<file path="src/rtl/core/pwi_pkg.sv">
// shared types, register indexes and helpers for the windowed-integral pid block
package pwi_pkg;

  // default depth of the integral ring
  localparam int WINDOW_MAX_DEF = 256;

  // configuration register indexes
  localparam logic [2:0] REG_GAIN_P        = 3'd0;
  localparam logic [2:0] REG_GAIN_I        = 3'd1;
  localparam logic [2:0] REG_GAIN_D        = 3'd2;
  localparam logic [2:0] REG_DRIVE_FLOOR   = 3'd3;
  localparam logic [2:0] REG_DRIVE_CEILING = 3'd4;
  localparam logic [2:0] REG_WINDOW_LENGTH = 3'd5;
  localparam logic [2:0] REG_STEP_TIME     = 3'd6;
  localparam logic [2:0] REG_STEP_RATE     = 3'd7;

  // input operation codes
  localparam logic OP_PROCESS = 1'b0;
  localparam logic OP_CLEAR   = 1'b1;

  // shared multiplier operand widths
  localparam int MUL_AW = 35;
  localparam int MUL_BW = 17;
  localparam int MUL_PW = MUL_AW + MUL_BW;

  // sequencer states
  typedef enum logic [3:0] {
    ST_CLEAR,
    ST_IDLE,
    ST_EDT,
    ST_DIFF,
    ST_PROP,
    ST_DERIV,
    ST_ILO,
    ST_IHI,
    ST_SUM,
    ST_OUT
  } state_t;

  // saturate a 49-bit sum to 48 bits signed
  function automatic logic signed [47:0] sat48(input logic signed [48:0] v);
    logic signed [47:0] res;
    if (v[48] != v[47]) begin
      res = v[48] ? {1'b1, 47'd0} : {1'b0, {47{1'b1}}};
    end else begin
      res = v[47:0];
    end
    return res;
  endfunction

endpackage

</file>
<file path="src/rtl/core/pwi_mul.sv">
// shared signed multiplier with registered product
module pwi_mul (
  input  logic                             clk,
  input  logic signed [pwi_pkg::MUL_AW-1:0] a,
  input  logic signed [pwi_pkg::MUL_BW-1:0] b,
  output logic signed [pwi_pkg::MUL_PW-1:0] p
);

  // one product per cycle
  always_ff @(posedge clk) begin
    p <= a * b;
  end

endmodule

</file>
<file path="config.mk">
export PLATFORM = sky130hd
export DESIGN_NAME = pwi_mul
export DESIGN_NICKNAME = d
export VERILOG_FILES = /design/src/rtl/core/pwi_pkg.sv /design/src/rtl/core/pwi_mul.sv
export SDC_FILE = /design/constraint.sdc
export NUM_CORES = 2
export LEC_CHECK = 0
export BUFFER_PORTS_ARGS = -buffer_cell sky130_fd_sc_hd__buf_2
export CAP_MARGIN = 10
export CORE_MARGIN = 3
export CORE_UTILIZATION = 59
export CTS_CLUSTER_SIZE = 30
export DETAILED_ROUTE_END_ITERATION = 10
export GPL_TIMING_DRIVEN = 0
export PLACE_DENSITY = 0.82
export SYNTH_ARGS = -nofsm -noshare
export SYNTH_HDL_FRONTEND = slang
export SYNTH_SLANG_ARGS = --single-unit
</file>
<file path="constraint.sdc">
create_clock -name clk -period 6.71 [get_ports clk]
set_clock_uncertainty 0.05 [all_clocks]
set_input_delay 0.671 -clock clk [delete_from_list [all_inputs] [get_ports clk]]
set_output_delay 0.671 -clock clk [all_outputs]
set_load 0.05 [all_outputs]
</file>
Yosys cells after proc, flatten, opt, wreduce, memory -nomap -nowiden
Index checks and enable logic that the tools add are counted.
Word-level totals
  bits in registers: 52
  input bits: 53
  output and inout bits: 52
  word-level logic and storage cells: 2
Cells by class
  $mul: 1
Operator list (number)
  multiplier 35 x 17 -> 52 bit: 1

Depth between registers and ports, before layout
  word-level depth: 1
  gate-level depth with buffers: 25
  depth with buffers taken out: 23

Worst setup path after synthesis
No wires, ideal clock.
  path type: input port to flip-flop
  from: in b[2] in the netlist's numbering
  to: reg p[51] in the netlist's numbering
  setup time: 0.072 ns
  arrival time: 6.405 ns
  required time: 6.588 ns
  slack: 0.183 ns
  stages: 24
  path buffers: 2
  cells stage by stage: clkbuf_1 clkbuf_1 nand2_1 fa_1 inv_1 fa_1 inv_1 fa_1 inv_1 fa_1 fa_1 inv_1 fa_1 inv_1 ha_1 a21oi_1 o21ai_1 a221oi_1 nor2_1 a211o_1 a21o_1 a221o_1 a21oi_1 xnor2_1
On the way
  word-level cells in the longest chain between the ends: 1
RTL lines
  start: declaration: RTL line pwi_mul.sv:5  | input logic signed [pwi_pkg::MUL_BW-1:0] b,
  multiplier 35 x 17 -> 52 bit: RTL line pwi_mul.sv:11  | p <= a * b;
  end signal: assignment: RTL line pwi_mul.sv:11
  end: declaration: RTL line pwi_mul.sv:6  | output logic signed [pwi_pkg::MUL_PW-1:0] p
Every way passes these cells.

Final worst setup path
  from: in b[7] in the netlist's numbering
  to: reg p[45] in the netlist's numbering
The elaborated chain is that of the path after synthesis.

==> out/qor.csv <==
stage,metric,value,unit
status,status,finished clean,
critical_path,startpoint_type,input pin,
final_layout,fin_area,23890,um2
grt,grt_max_degree,18,
drt,drt-met1-wl,22780,um
cts,cts_sinks,52,
synth,synth-async-reset-ratio,0,%
cts,cts_buffer_depth,2,
floorplanning,rows,69,
sta,hold_viol_final,0,
drt,routedWlPerCell,21.68,um
sta,tightest_slew,0.8709,ns
hold_path,hold_path.class,in2reg,
drt,dr.pass1.iters,6,
sta,max_freq,150.9,MHz
cts,cts_root_buf,clkbuf_16,
cts,clkTransAtPathRegs,0.07,ns
cts,numCtsBuffers,5,
grt,grt_use_total,34.98,%
drt,vias,16300,
synth,syn_nets,3085,
final_layout,fin_util,67.01,%
final_layout,largest_register,p,
cts,cts_tree,yes,
placed_design,dp_hpwl,52420,um
critical_path,worst-path-max-fanout,10,
critical_path,worstPathArrival,6.85,ns
floorplanning,die_w,196.5,um
synth,synth.distinct_cells,56,
floorplanning,die-height,196.5,um
synth,seq_area_frac_synth,4.861,%
sta,setup_viol,0,
drt,remaining_drc_errors,0,
cts,htree_levels,2,
placed_design,portBuffers,95,
floorplanning,core-area,35660,um2
hold_path,whs_path_depth,2,
critical_path,startpoint,b[7],
grt,grt_pass1_wl,101700,um
grt,overflow,0,
synth,synth.avg_cell_area,9.133,um2
drt,met3WireLength,5426,um
synth,synth_seq_cells,52,
placed_design,place_area,22470,um2
sta,slew_viol_final,0,
sta,finalCritPeriodShare,98.73,%
final_layout,syn_to_final_growth,11.56,%
final_layout,largest_reg_flops,52,
synth,synth_ff_type,dfxtp_1,
synth,synth_edf_count,0,
drt,postRouteAntennaNets,0,
floorplanning,io-pin-count,105,
drt,vias_per_cell,5.580,
final_layout,fin_nets,3198,
flow_run,drv_cap,0,
floorplanning,start_util,60.07,%
final_layout,drive_gt1_share,11.35,%
synth,synthesis.area,21420,um2
placed_design,gp_congestion,0.9752,
synth,synth_cells,2345,
drt,dr_wl_met2,31430,um
grt,first_global_vias,18458,
cts,cts_hold_buf,0,
critical_path,crit_end,p[45]$_DFF_P_,
drt,wl,63320,um
critical_path,end_kind,flip-flop,
sta,max_slew_margin,41.94,%
grt,antenna_found_initial,6,
sta,fin_crit,6.625,ns
floorplanning,dieArea,38620,um2
critical_path,crit_required,6.93,ns
critical_path,critical_path_class,in2reg,
drt,dr.max_layer_used,met4,
synth,yosysWarnings,0,
sta,finalSetupTns,0,ns
drt,first_iter_violations,1047,
final_layout,largestRegisters,p (52),
routing by layer:
metal / global-route usage [%] / vias up
met4: 16.95 / 0
met3: 5.966 / 175
li1: - / 6954
met1: 43.44 / 8424
met2: 59.97 / 747
met5: 0 / -
kinds of logic after synthesis:
| logic type | after synthesis | synth area share, % |
|---|---|---|
| buffers and inverters | 707 | 12.43 |
| AND/OR/NAND/NOR | 691 | 15.64 |
| adder cells (fa/ha/maj) | 687 | 59.98 |
| AO/OA/AOI/OAI | 152 | 4.791 |
| XOR/XNOR | 54 | 2.208 |
| flip-flops | 52 | 4.861 |
| multiplexers | 2 | 0.09348 |
synthesized netlist by cell type (3+ instances only):
master    instances  share of area, %
and2_1          259               7.6
clkbuf_1        102               1.8
nand4_1           8              0.23
o211ai_1          5              0.18
a21o_1           15              0.53
a211oi_1          4              0.14
o21ai_1          10              0.23
xnor2_1          40               1.6
o21a_1            4              0.14
xor2_1           14              0.57
inv_1           598                10
a21oi_1          51               1.2
nand2_1         334               5.9
a31oi_1           5              0.15
nand3_1           3             0.070
o21bai_1          8              0.28
nor3_1            9              0.21
nor2_1           54              0.95
nand2b_1         11              0.32
and3_1            3             0.088
o21ai_0          23              0.54
dfxtp_1          52               4.9
fa_1            566                53
buf_2             6              0.14
ha_1            121               7.1
timing repair:
action	4_1_cts	5_1_grt
pin swaps	20	30
gates resized for setup	253	93
setup endpoints to repair	36	19
setup buffers	17	3
worst min-delay path by stage:
stage,startpoint,endpoint,slack [ns]
after CTS,b[0],p[0]$_DFF_P_,0.63
final,b[0],p[0]$_DFF_P_,0.64
after detailed placement,b[0],p[0]$_DFF_P_,0.99
after global routing,b[0],p[0]$_DFF_P_,0.63
after global placement,b[0],p[0]$_DFF_P_,0.99
after floorplan,a[0],p[0]$_DFF_P_,0.74
worst max-delay path: stages:
cell and delay (ns):
buf_6 0.15, clkbuf_8 0.22, and2_1 0.19, fa_1 0.47, inv_1 0.05, fa_1 0.48
fa_1 0.53, inv_1 0.06, fa_1 0.46, fa_1 0.54, inv_1 0.06, fa_1 0.49
inv_1 0.05, ha_2 0.49, nand2_1 0.12, or3_4 0.45, o311ai_4 0.29, o211ai_1 0.30
o21ai_2 0.33, a21boi_2 0.12, o21ai_1 0.16, xor2_1 0.16
metrics by stage:
stage                     setup WS (ns)  instances  hold slack [ns]
after floorplan                  0.1827       2345           0.7427
after global placement           -1.477       2901           0.9910
after detailed placement         -1.546       2901           0.9946
after CTS                      0.003913       2920           0.6319
after global routing           -0.04919       2921           0.6252
final                           0.08511       2921           0.6415
cell type report:
cell class / instances / area (um2)
Clock buffer: 6 / 138.9
Antenna cell: 1 / 2.502
Clock inverter: 2 / 15.01
Multi-Input combinational cell: 1586 / 17970
Timing Repair Buffer: 115 / 713.2
Inverter: 598 / 2245
Sequential cell: 52 / 1041
Tap cell: 461 / 576.8
Fill cell: 2834 / 11760
Buffer: 100 / 1187
layout by cell type (no fill, tap or decap), drive strengths merged, types with 3 or more instances in the layout:
cell and n:
inv 598, fa 566, nand2 334, and2 259
buf 132, ha 121, clkbuf 89, nor2 55
a21oi 53, dfxtp 52, xnor2 40, o21ai 34
a21o 15, xor2 14, nand2b 11, nor3 9
nand4 8, o21bai 8, a211oi 6, o211ai 5
o21a 5, a31oi 5, nand3 3, and3 3
Power is left out: the tool's default activity adds up to more than one toggle a clock period on the data nets, which glitch-free logic cannot reach.
